### src/value_noise_texel_generator_top_defines.svh
// Assertion macros for the value noise texel generator.
// Included by the RTL files that carry concurrent checks; needs clk and rst_n in scope.
`ifndef VALUE_NOISE_TEXEL_GENERATOR_TOP_DEFINES_SVH
`define VALUE_NOISE_TEXEL_GENERATOR_TOP_DEFINES_SVH
`ifndef SYNTHESIS
`define VNTG_ASSERT(label, prop) \
    label: assert property (@(posedge clk) disable iff (!rst_n) prop) \
        else $error("vntg check failed");
`define VNTG_ASSERT_ALWAYS(label, prop) \
    label: assert property (@(posedge clk) prop) \
        else $error("vntg check failed");
`else
`define VNTG_ASSERT(label, prop)
`define VNTG_ASSERT_ALWAYS(label, prop)
`endif
`endif

### src/vntg_pkg.sv
// Package for the value noise texel generator: widths, register map, hash constants, types.
// No dependencies.
`default_nettype none
package vntg_pkg;

    localparam int COORD_BITS = 12;
    localparam int FRAC_BITS  = 16;
    localparam int PIX_W      = 12;
    localparam int REG_W      = 24;
    localparam int STEP_W     = 24;
    localparam int CFG_IDX_W  = 2;
    localparam int POS_W      = COORD_BITS + STEP_W;
    localparam int CELL_W     = POS_W - FRAC_BITS;
    localparam int HASH_W     = 32;
    localparam int NOISE_W    = 16;
    localparam int NOISE_LSB  = 15;
    localparam int CHAN_W     = 8;
    localparam int HASH_SHIFT = 13;

    localparam logic [CFG_IDX_W-1:0] REG_X_STEP = 2'd0;
    localparam logic [CFG_IDX_W-1:0] REG_Y_STEP = 2'd1;
    localparam logic [CFG_IDX_W-1:0] REG_BASE   = 2'd2;
    localparam logic [CFG_IDX_W-1:0] REG_VAR    = 2'd3;

    localparam logic [REG_W-1:0] X_STEP_RST = 24'd6144;
    localparam logic [REG_W-1:0] Y_STEP_RST = 24'd6144;
    localparam logic [REG_W-1:0] BASE_RST   = 24'h827864;
    localparam logic [REG_W-1:0] VAR_RST    = 24'h282828;

    localparam logic [HASH_W-1:0] HASH_K1 = 32'd374761393;
    localparam logic [HASH_W-1:0] HASH_K2 = 32'd668265263;
    localparam logic [HASH_W-1:0] HASH_K3 = 32'd1274126177;

    localparam logic [CHAN_W-1:0] CHAN_MAX = 8'd255;

    typedef struct packed {
        logic [STEP_W-1:0] x_step;
        logic [STEP_W-1:0] y_step;
        logic [REG_W-1:0]  base_rgb;
        logic [REG_W-1:0]  variation_color;
    } cfg_t;

    typedef struct packed {
        logic [HASH_W-1:0]    cell_x;
        logic [HASH_W-1:0]    cell_y;
        logic [FRAC_BITS-1:0] frac_x;
        logic [FRAC_BITS-1:0] frac_y;
    } pos_t;

    typedef struct packed {
        logic [NOISE_W-1:0]   n00;
        logic [NOISE_W-1:0]   n10;
        logic [NOISE_W-1:0]   n01;
        logic [NOISE_W-1:0]   n11;
        logic [FRAC_BITS-1:0] frac_x;
        logic [FRAC_BITS-1:0] frac_y;
    } corners_t;

    typedef struct packed {
        logic [CHAN_W-1:0] red;
        logic [CHAN_W-1:0] green;
        logic [CHAN_W-1:0] blue;
    } texel_t;

    // pipeline stage control: advance enable and incoming valid
    typedef struct packed {
        logic en;
        logic valid;
    } stage_ctl_t;

    function automatic logic [HASH_W-1:0] hash_mix(input logic [HASH_W-1:0] h);
        return h ^ (h >> HASH_SHIFT);
    endfunction

endpackage
`default_nettype wire

### src/vntg_cfg_regs.sv
// Configuration register bank: steps and colours, written through a plain write port.
// Depends on vntg_pkg.
`default_nettype none
module vntg_cfg_regs (
    input  logic                           clk,
    input  logic                           rst_n,
    input  logic                           cfg_we,
    input  logic [vntg_pkg::CFG_IDX_W-1:0] cfg_index,
    input  logic [vntg_pkg::REG_W-1:0]     cfg_data,
    output vntg_pkg::cfg_t                 cfg
);
    import vntg_pkg::*;

    cfg_t cfg_reg;
    cfg_t cfg_next;

    always_comb
    begin
        cfg_next = cfg_reg;
        if (cfg_we)
        begin
            unique case (cfg_index)
                REG_X_STEP: cfg_next.x_step          = cfg_data;
                REG_Y_STEP: cfg_next.y_step          = cfg_data;
                REG_BASE:   cfg_next.base_rgb        = cfg_data;
                REG_VAR:    cfg_next.variation_color = cfg_data;
                default:    cfg_next = cfg_reg;
            endcase
        end
    end

    always_ff @(posedge clk or negedge rst_n)
    begin
        if (!rst_n)
        begin
            cfg_reg.x_step          <= X_STEP_RST;
            cfg_reg.y_step          <= Y_STEP_RST;
            cfg_reg.base_rgb        <= BASE_RST;
            cfg_reg.variation_color <= VAR_RST;
        end
        else
        begin
            cfg_reg <= cfg_next;
        end
    end

    assign cfg = cfg_reg;

endmodule
`default_nettype wire

### config.mk
export PLATFORM = sky130hd
export DESIGN_NAME = vntg_cfg_regs
export DESIGN_NICKNAME = d
export VERILOG_FILES = /design/src/value_noise_texel_generator_top_defines.svh /design/src/vntg_pkg.sv /design/src/vntg_cfg_regs.sv
export SDC_FILE = /design/constraint.sdc
export NUM_CORES = 1
export LEC_CHECK = 0
export BUFFER_PORTS_ARGS = -buffer_cell sky130_fd_sc_hd__buf_2
export CORE_MARGIN = 5
export CORE_UTILIZATION = 50
export CTS_CLUSTER_DIAMETER = 40
export DETAILED_ROUTE_END_ITERATION = 16
export GPL_TIMING_DRIVEN = 0
export PLACE_DENSITY = 0.8
export SLEW_MARGIN = 0
export SYNTH_ARGS = -nofsm -noshare
export SYNTH_HDL_FRONTEND = slang
export SYNTH_SLANG_ARGS = --single-unit
### constraint.sdc
create_clock -name clk -period 1.8 [get_ports clk]
set_clock_uncertainty 0.2 [all_clocks]
set_input_delay 0.36 -clock clk [delete_from_list [all_inputs] [get_ports clk]]
set_output_delay 0.36 -clock clk [all_outputs]
set_load 0.01 [all_outputs]
==> results of run 1 <==
-- logic make-up (layout without fill, tap and decap cells) --
| logic type | after synthesis | count (layout) |
|---|---|---|
| mux | 96 | 96 |
| flops | 96 | 96 |
| buf+inv | 8 | 150 |
| simple gates | 4 | 4 |
-- stage by stage --
step / power (mW) / setup WS, ps
floorplan: 3.470 / 300.8
global placement: 4.043 / -671.9
detailed placement: 4.107 / -50.30
CTS: 5.673 / 203.1
global route: 5.897 / 172.4
finish: 5.588 / 232.2
-- final cells by class --
type	count	area, um2	area share (%)
clock inverters	6	90.09	1.944
plain buffers	8	62.56	1.350
flip-flops and latches	96	2426	52.36
well taps	99	123.9	2.674
clock buffers	10	137.6	2.971
multi-input cells	100	1132	24.44
repair buffers	126	660.6	14.26
-- synthesized netlist by cell type --
library cell / instances
mux2_2: 95
dfrtp_1: 77
dfstp_2: 19
buf_4: 4
buf_2: 2
buf_6: 2
nand3b_2: 2
mux2_1: 1
nand3_2: 1
nor3b_4: 1
-- how the worst max path moves through the flow --
stage / from / end / slack (ps) / cells after the start
after global routing: cfg[26]$_DFFE_PN1P_ / cfg[26] / 170 / 1
after global placement: rst_n / cfg[77]$_DFFE_PN0P_ / -670 / 1
after floorplan: cfg_index[1] / cfg[72]$_DFFE_PN0P_ / 300 / 3
final: cfg[19]$_DFFE_PN1P_ / cfg[19] / 230 / 1
after CTS: cfg[30]$_DFFE_PN1P_ / cfg[30] / 200 / 1
after detailed placement: cfg_index[1] / cfg[94]$_DFFE_PN0P_ / -50 / 4
-- routing by layer --
layer  track usage (%)  part of all wire, %
met4             8.053                  1.9
met5                 0                    0
met1             22.70                   42
met2             27.93                   49
met3             4.657                  6.4
-- power groups by stage --
stage               Clock [mW]  Combinational [mW]  Sequential [mW]
floorplan                    0               0.415             3.06
global placement             0                1.21             2.83
detailed placement           0                1.25             2.85
CTS                       1.60                1.26             2.81
global route              1.69                1.34             2.87
finish                    1.55                1.23             2.81
-- repair_timing --
item | in CTS | in global routing
hold endpoints to repair | 37 | 0
endpoints found under the setup margin | 0 | 0
hold buffers | 1 | 0
==> reports/qor.yml, run 1 <==
outcome: "completed"
cts_tree: "done"
drive_gt1_share_pct: 77.17
drt_iter0_drc: 59
p_comb_share_pct: 22.0
r2r_cells: 1
synth_compound_area_share_pct: 0
start_util_pct: 50.74
final_common_cell: "buf_2"
slowest_stage: "dfstp_2"
ys_types: 10
yosys.area.top_type_share_pct: 53.21
clkPwrFrac_pct: 27.7
slew_headroom_pct: 60.50
synth_warnings: 0
antenna_found_initial: 0
numPortBuffers: 124
synth-adder-area-share_pct: 0
wirelength_um: 7546
grt_max_degree: 52
clockBufferDepth: 2
ff2ff_setup_slack_ps: 820
place_hpwl_um: 5572
row_count: 31
synthesis.nets: 233
gp_congestion: 0.7086
hold_end: "cfg[93]$_DFFE_PN0P_"
ys_ff_latch: 96
utilization_pct: 64.92
yosysTopAreaCell: "dfrtp_1"
whs_ps: 69.54
synthToLayoutAreaGrowth_pct: 27.95
drc: 0
postSynthCellCount: 204
r2r_start: "cfg[40]$_DFFE_PN0P_"
hold_path.class: "input port to flop"
dpl_cell_area_mm2: 0.004395
num_io_pins: 125
r2r_end: "cfg[40]$_DFFE_PN0P_"
swShare_pct: 27.00
largest_reg_flops: 96
cts_root_buf: "clkbuf_8"
grt_pass1_vias: 2349
synth_area_mm2: 0.003621
vias: 2211
wl_per_cell_um: 16.96
critical_path_arrival_ps: 1010
synthXorXnorAreaFrac_pct: 0
path_buf_inv: 1
ys_seq_area_share_pct: 67.00
overflow: 0
endpoint_kind: "output pin"
fin_area_mm2: 0.004633
p_leak_nw: 2.197
nFillCells: 569
die_w_um: 95.10
final_nets: 370
cts.reportedPaths.clkPinSlew_ps: 90
fin_crit_ps: 1568
ant_nets: 0
crit_family: "flip-flops"
post-route-period-util_pct: 87.10
worst_ep_required_time_ps: 1240
power_density_mw_per_mm2: 1206
vias_per_cell: 4.969
dr.pass1.iters: 4
setup_viol: 0
final_max_slew_viol_count: 0
tns_ps: 0
htree_levels: 3
tightestPinTransition_ps: 592.5
p_int_mw: 4.080
path_cells: "buf_2"
finalHoldViolCount: 0
syn_area_per_cell_um2: 17.75
min_delay_path_depth: 2
critPathMaxFanout: 2
grt_pass1_wl_um: 12030
ys_top_cells_by_area: "dfrtp_1 53%, mux2_2 30%, dfstp_2 14%, buf_4 0.83%, buf_6 0.62%"
yosys.area_share.simple_pct: 1.417
synth.area.mux_share_pct: 29.85
ir_worst_vdd_v: 0.0006351
maxCapViolations: 0
core_area_mm2: 0.007137
min_from: "cfg_data[21]"
setup.worst_path.class: "flop to output pin"
die-area_mm2: 0.009044
track_usage_pct: 17.62
post_cts_buffers: 0
layout.cells.non_filler: 445
numCtsBuffers: 9
placed_cells: 428
max_stage_delay_ps: 540
layout.cells.most_common_list: "125 x buf_2, 95 x mux2_2, 77 x dfrtp_1, 19 x dfstp_2, 10 x clkbuf_8"
post_cts_resized: 0
clk-insertion-delay-late_ps: 340
clock_sinks: 96
diodes: 0
worstSetupStartpointType: "flop"
pwr-share-seq_pct: 50.3
fmax_ghz: 0.6378
p_switching_mw: 1.509
die_h_um: 95.10
rsz0062_at_grt: "no"
synth_top_family_by_area: "multiplexers"
No activity file was read; power rests on OpenSTA's default activity.
==> run 2, diff against run 1 <==
--- a/config.mk
+++ b/config.mk
@@ -6,7 +6,6 @@
 export NUM_CORES = 1
 export LEC_CHECK = 0
 export BUFFER_PORTS_ARGS = -buffer_cell sky130_fd_sc_hd__buf_2
-export CORE_MARGIN = 5
 export CORE_UTILIZATION = 50
 export CTS_CLUSTER_DIAMETER = 40
 export DETAILED_ROUTE_END_ITERATION = 16
==> run 2 against run 1 <==
Die area fell by 16%. Sequential share of layout area rose by 0.11 points. Via count fell by 1.1%. Clock power barely moved. Sequential cell count did not move. Maximum frequency fell by 0.31%. Utilization rose by 2.0 points. Clock-buffer cell count rose by 1. Largest cell class unchanged.
==> reports/qor.yml, run 2 (synthesis gave the netlist of run 1 again) <==
final_common_cell: "buf_2"
p_switching_mw: 1.486
tns_ps: 0
ant_nets: 0
swShare_pct: 26.74
wirelength_um: 7272
place_hpwl_um: 5224
max_stage_delay_ps: 540
drt_iter0_drc: 43
clk-insertion-delay-late_ps: 340
rsz0062_at_grt: "no"
start_util_pct: 52.43
drc: 0
post-route-period-util_pct: 87.37
power.total_mw: 5.556
final_max_slew_viol_count: 0
dpl_cell_area_mm2: 0.004392
critPathMaxFanout: 2
path_buf_inv: 1
cts.reportedPaths.clkPinSlew_ps: 90
numCtsBuffers: 9
maxCapViolations: 0
largest_reg_flops: 96
die-area_mm2: 0.007586
critical_path_arrival_ps: 1010
slowest_stage: "dfstp_2"
worst_ep_required_time_ps: 1240
fin_area_mm2: 0.004623
grt_pass1_vias: 2305
p_int_mw: 4.071
finalHoldViolCount: 0
vias_per_cell: 4.946
synthToLayoutAreaGrowth_pct: 27.68
die_h_um: 87.10
fmax_ghz: 0.6359
numPortBuffers: 124
final_nets: 370
grt_max_degree: 61
pre_cts_ws_ps: -49.60
dr.pass1.iters: 4
row_count: 30
core_area_mm2: 0.006907
gp_congestion: 0.7359
die_w_um: 87.10
track_usage_pct: 20.33
setup.worst_path.class: "flop to output pin"
clockBufferDepth: 2
post_cts_buffers: 0
cts_root_buf: "clkbuf_8"
clock_sinks: 96
drive_gt1_share_pct: 76.88
crit_family: "flip-flops"
pwr-share-seq_pct: 50.6
power_density_mw_per_mm2: 1202
fin_ws_ps: 227.3
placed_cells: 425
layout.cells.non_filler: 442
layout.cells.most_common_list: "125 x buf_2, 95 x mux2_2, 77 x dfrtp_1, 19 x dfstp_2, 10 x clkbuf_8"
diodes: 0
clkPwrFrac_pct: 27.4
slew_headroom_pct: 68.41
endpoint_kind: "output pin"
fin_crit_ps: 1573
setup_viol: 0
r2r_cells: 1
p_comb_share_pct: 22.0
grt_pass1_wl_um: 11370
htree_levels: 3
critical_path_depth: 1
whs_ps: 79.36
num_io_pins: 125
hold_path.class: "input port to flop"
outcome: "completed"
vias: 2186
antenna_found_initial: 0
worstSetupStartpointType: "flop"
p_leak_nw: 2.189
ir_worst_vdd_v: 0.0004623
overflow: 0
tightestPinTransition_ps: 473.8
wl_per_cell_um: 16.45
min_delay_path_depth: 2
cts_tree: "done"
utilization_pct: 66.94
path_cells: "buf_2"
==> run 2: changes by cell type in the layout (fill, tap and decap cells not counted), sizes merged <==
cell | before | now
clkbuf | 10 | 11
clkinvlp | 1 | 2
inv | 2 | 0
==> run 2: cell type report <==
cell class,count,area [um2]
repair buffers,126,660.6
multi-input cells,100,1132
well taps,96,120.1
clock buffers,11,141.4
flip-flops and latches,96,2426
plain buffers,8,62.56
clock inverters,5,80.08
fillers,547,2283
==> run 2: path summary, 6_finish.rpt <==
kind	from	endpoint	slack (ps)
max in group asynchronous	rst_n	cfg[11]$_DFFE_PN1P_	390
max	cfg[5]$_DFFE_PN1P_	cfg[5]	230
min in group asynchronous	rst_n	cfg[92]$_DFFE_PN0P_	320
max reg2reg	cfg[63]$_DFFE_PN0P_	cfg[63]$_DFFE_PN0P_	820
min	cfg_data[9]	cfg[81]$_DFFE_PN0P_	80
min reg2reg	cfg[93]$_DFFE_PN0P_	cfg[93]$_DFFE_PN0P_	300
==> run 2: repair_timing <==
action,in CTS,in global routing
hold buffers,1,0
gates resized for setup,0,0
endpoints found under the hold margin,31,0
==> run 2: power groups by stage <==
stage	Sequential, mW	Combinational, mW	Clock [mW]
6_report	2.81	1.22	1.52
5_1_grt	2.87	1.32	1.63
4_1_cts	2.81	1.25	1.56
3_5_place_dp	2.85	1.24	0
3_3_place_gp	2.83	1.20	0
2_1_floorplan	3.06	0.415	0
==> run 2: layer usage <==
layer  global-route usage [%]  vias up  part of all wire [%]
met3                    4.929        9                   5.0
met5                        0        -                     0
met2                    35.08       61                    51
li1                         -     1005                     -
met1                    24.79     1111                    42
met4                    7.750        0                   1.5
==> run 3, diff against run 2 <==
--- a/config.mk
+++ b/config.mk
@@ -5,7 +5,7 @@
 export SDC_FILE = /design/constraint.sdc
 export NUM_CORES = 1
 export LEC_CHECK = 0
-export BUFFER_PORTS_ARGS = -buffer_cell sky130_fd_sc_hd__buf_2
+export BUFFER_PORTS_ARGS = -buffer_cell sky130_fd_sc_hd__buf_4
 export CORE_UTILIZATION = 50
 export CTS_CLUSTER_DIAMETER = 40
 export DETAILED_ROUTE_END_ITERATION = 16
==> run 3 against run 2 <==
Clock power decreased by 4%. Highest routed layer unchanged. Sequential share of layout area is 2.7 points lower. Wire length decreased by 1.2%. Sequential cell count stayed put. Maximum frequency shrank 0.44%. Via count is 0.23% higher. Critical endpoint unchanged. Register-to-register slack about the same. Worst setup slack got worse by 6.9 ps. Hold slack got worse by 53 ps.
==> reports/qor.yml, run 3 (synthesis gave the netlist of run 1 again) <==
routed.top_layer: "met4"
ff2ff_setup_slack_ps: 810
cts-hold-fix-buffers: 0
endpoint_kind: "output pin"
ant_nets: 0
overflow: 0
tns_ps: 0
place_hpwl_um: 5164
critical_path_arrival_ps: 1020
whs_ps: 26.85
fin_crit_ps: 1580
slew_headroom_pct: 24.00
utilization_pct: 70.60
outcome: "completed"
die_w_um: 87.10
met3_wirelength_um: 326
grt_pass1_vias: 2299
rsz0062_at_grt: "no"
cts_root_buf: "clkbuf_8"
final_common_cell: "buf_4"
synthToLayoutAreaGrowth_pct: 34.66
cts_tree: "done"
critPathMaxFanout: 2
setup.worst_path.class: "flop to output pin"
met1_length_um: 2952
final_nets: 368
clockBufferDepth: 2
gp_congestion: 0.6907
drc: 0
wl_per_cell_um: 16.36
grt_max_degree: 97
post_cts_buffers: 0
vias: 2191
htree_levels: 3
power_density_mw_per_mm2: 1177
row_count: 30
dr.pass1.iters: 4
fin_area_mm2: 0.004876
slowest_stage: "dfstp_2"
largest_reg_flops: 96
die-area_mm2: 0.007586
post-route-period-util_pct: 87.76
drt_iter0_drc: 70
path_cells: "buf_4"
grt_pass1_wl_um: 11380
finalHoldViolCount: 0
nFillCells: 526
final_max_slew_viol_count: 0
num_io_pins: 125
path_buf_inv: 1
p_leak_nw: 2.267
ir_worst_vdd_v: 0.0006861
setup_viol: 0
layout.cells.non_filler: 439
numCtsBuffers: 9
start_util_pct: 52.43
fmax_ghz: 0.6331
wirelength_um: 7183
cts.reportedPaths.clkPinSlew_ps: 90
worstSetupStartpointType: "flop"
vias_per_cell: 4.991
post_cts_resized: 0
dpl_cell_area_mm2: 0.004672
layout.cells.most_common_list: "128 x buf_4, 95 x mux2_2, 77 x dfrtp_1, 19 x dfstp_2, 9 x clkbuf_8"
clk-insertion-delay-late_ps: 350
placed_cells: 424
diodes: 0
crit_family: "flip-flops"
hold_path.class: "input port to async pin"
clock_sinks: 96
wl_met2_um: 3762
drive_gt1_share_pct: 76.68
antenna_found_initial: 0
pre_cts_ws_ps: -38.18
power.total_mw: 5.738
track_usage_pct: 20.43
die_h_um: 87.10
worst_ep_required_time_ps: 1240
max_stage_delay_ps: 540
maxCapViolations: 0
numPortBuffers: 124
fin_ws_ps: 220.4
tightestPinTransition_ps: 1140
core_area_mm2: 0.006907
## run 3: cell types whose count changed in the layout (fill, tap and decap cells not counted)
cell           change
clkbuf_1           +1
buf_2            -123
dlygate4sd3_1      -1
clkbuf_8           -1
buf_16             -1
buf_4            +123
clkinvlp_4         -1
## run 3: layout make-up
cell class | count | area, um2 | area share, %
Clock buffer | 11 | 131.4 | 2.694
Buffer | 8 | 62.56 | 1.283
Multi-Input combinational cell | 100 | 1132 | 23.22
Clock inverter | 4 | 72.57 | 1.488
Sequential cell | 96 | 2426 | 49.76
Timing Repair Buffer | 124 | 930.9 | 19.09
Tap cell | 96 | 120.1 | 2.463
## run 3: layer usage
| metal | global-route usage [%] | vias up |
|---|---|---|
| met5 | 0 | - |
| met4 | 7.601 | 0 |
| met3 | 5.782 | 12 |
| met2 | 34.29 | 62 |
| met1 | 25.32 | 1119 |
| li1 | - | 998 |
## run 3: power breakdown
part           total, mW  switching [mW]  leakage, nW  internal [mW]
Sequential          2.83           0.208         1.11           2.62
Combinational       1.44           0.588         1.06          0.855
Clock               1.46           0.690       0.0994          0.774
Total               5.74            1.49         2.27           4.25
## run 3: path summary, 6_finish.rpt
kind,start,end,cells after the start
hold / removal,rst_n,cfg[68]$_DFFE_PN0P_,1
min in group clk,cfg_data[21],cfg[93]$_DFFE_PN0P_,2
max in group asynchronous,rst_n,cfg[51]$_DFFE_PN0P_,1
setup / recovery,cfg[5]$_DFFE_PN1P_,cfg[5],1
setup reg to reg,cfg[72]$_DFFE_PN0P_,cfg[72]$_DFFE_PN0P_,1
hold reg to reg,cfg[93]$_DFFE_PN0P_,cfg[93]$_DFFE_PN0P_,1
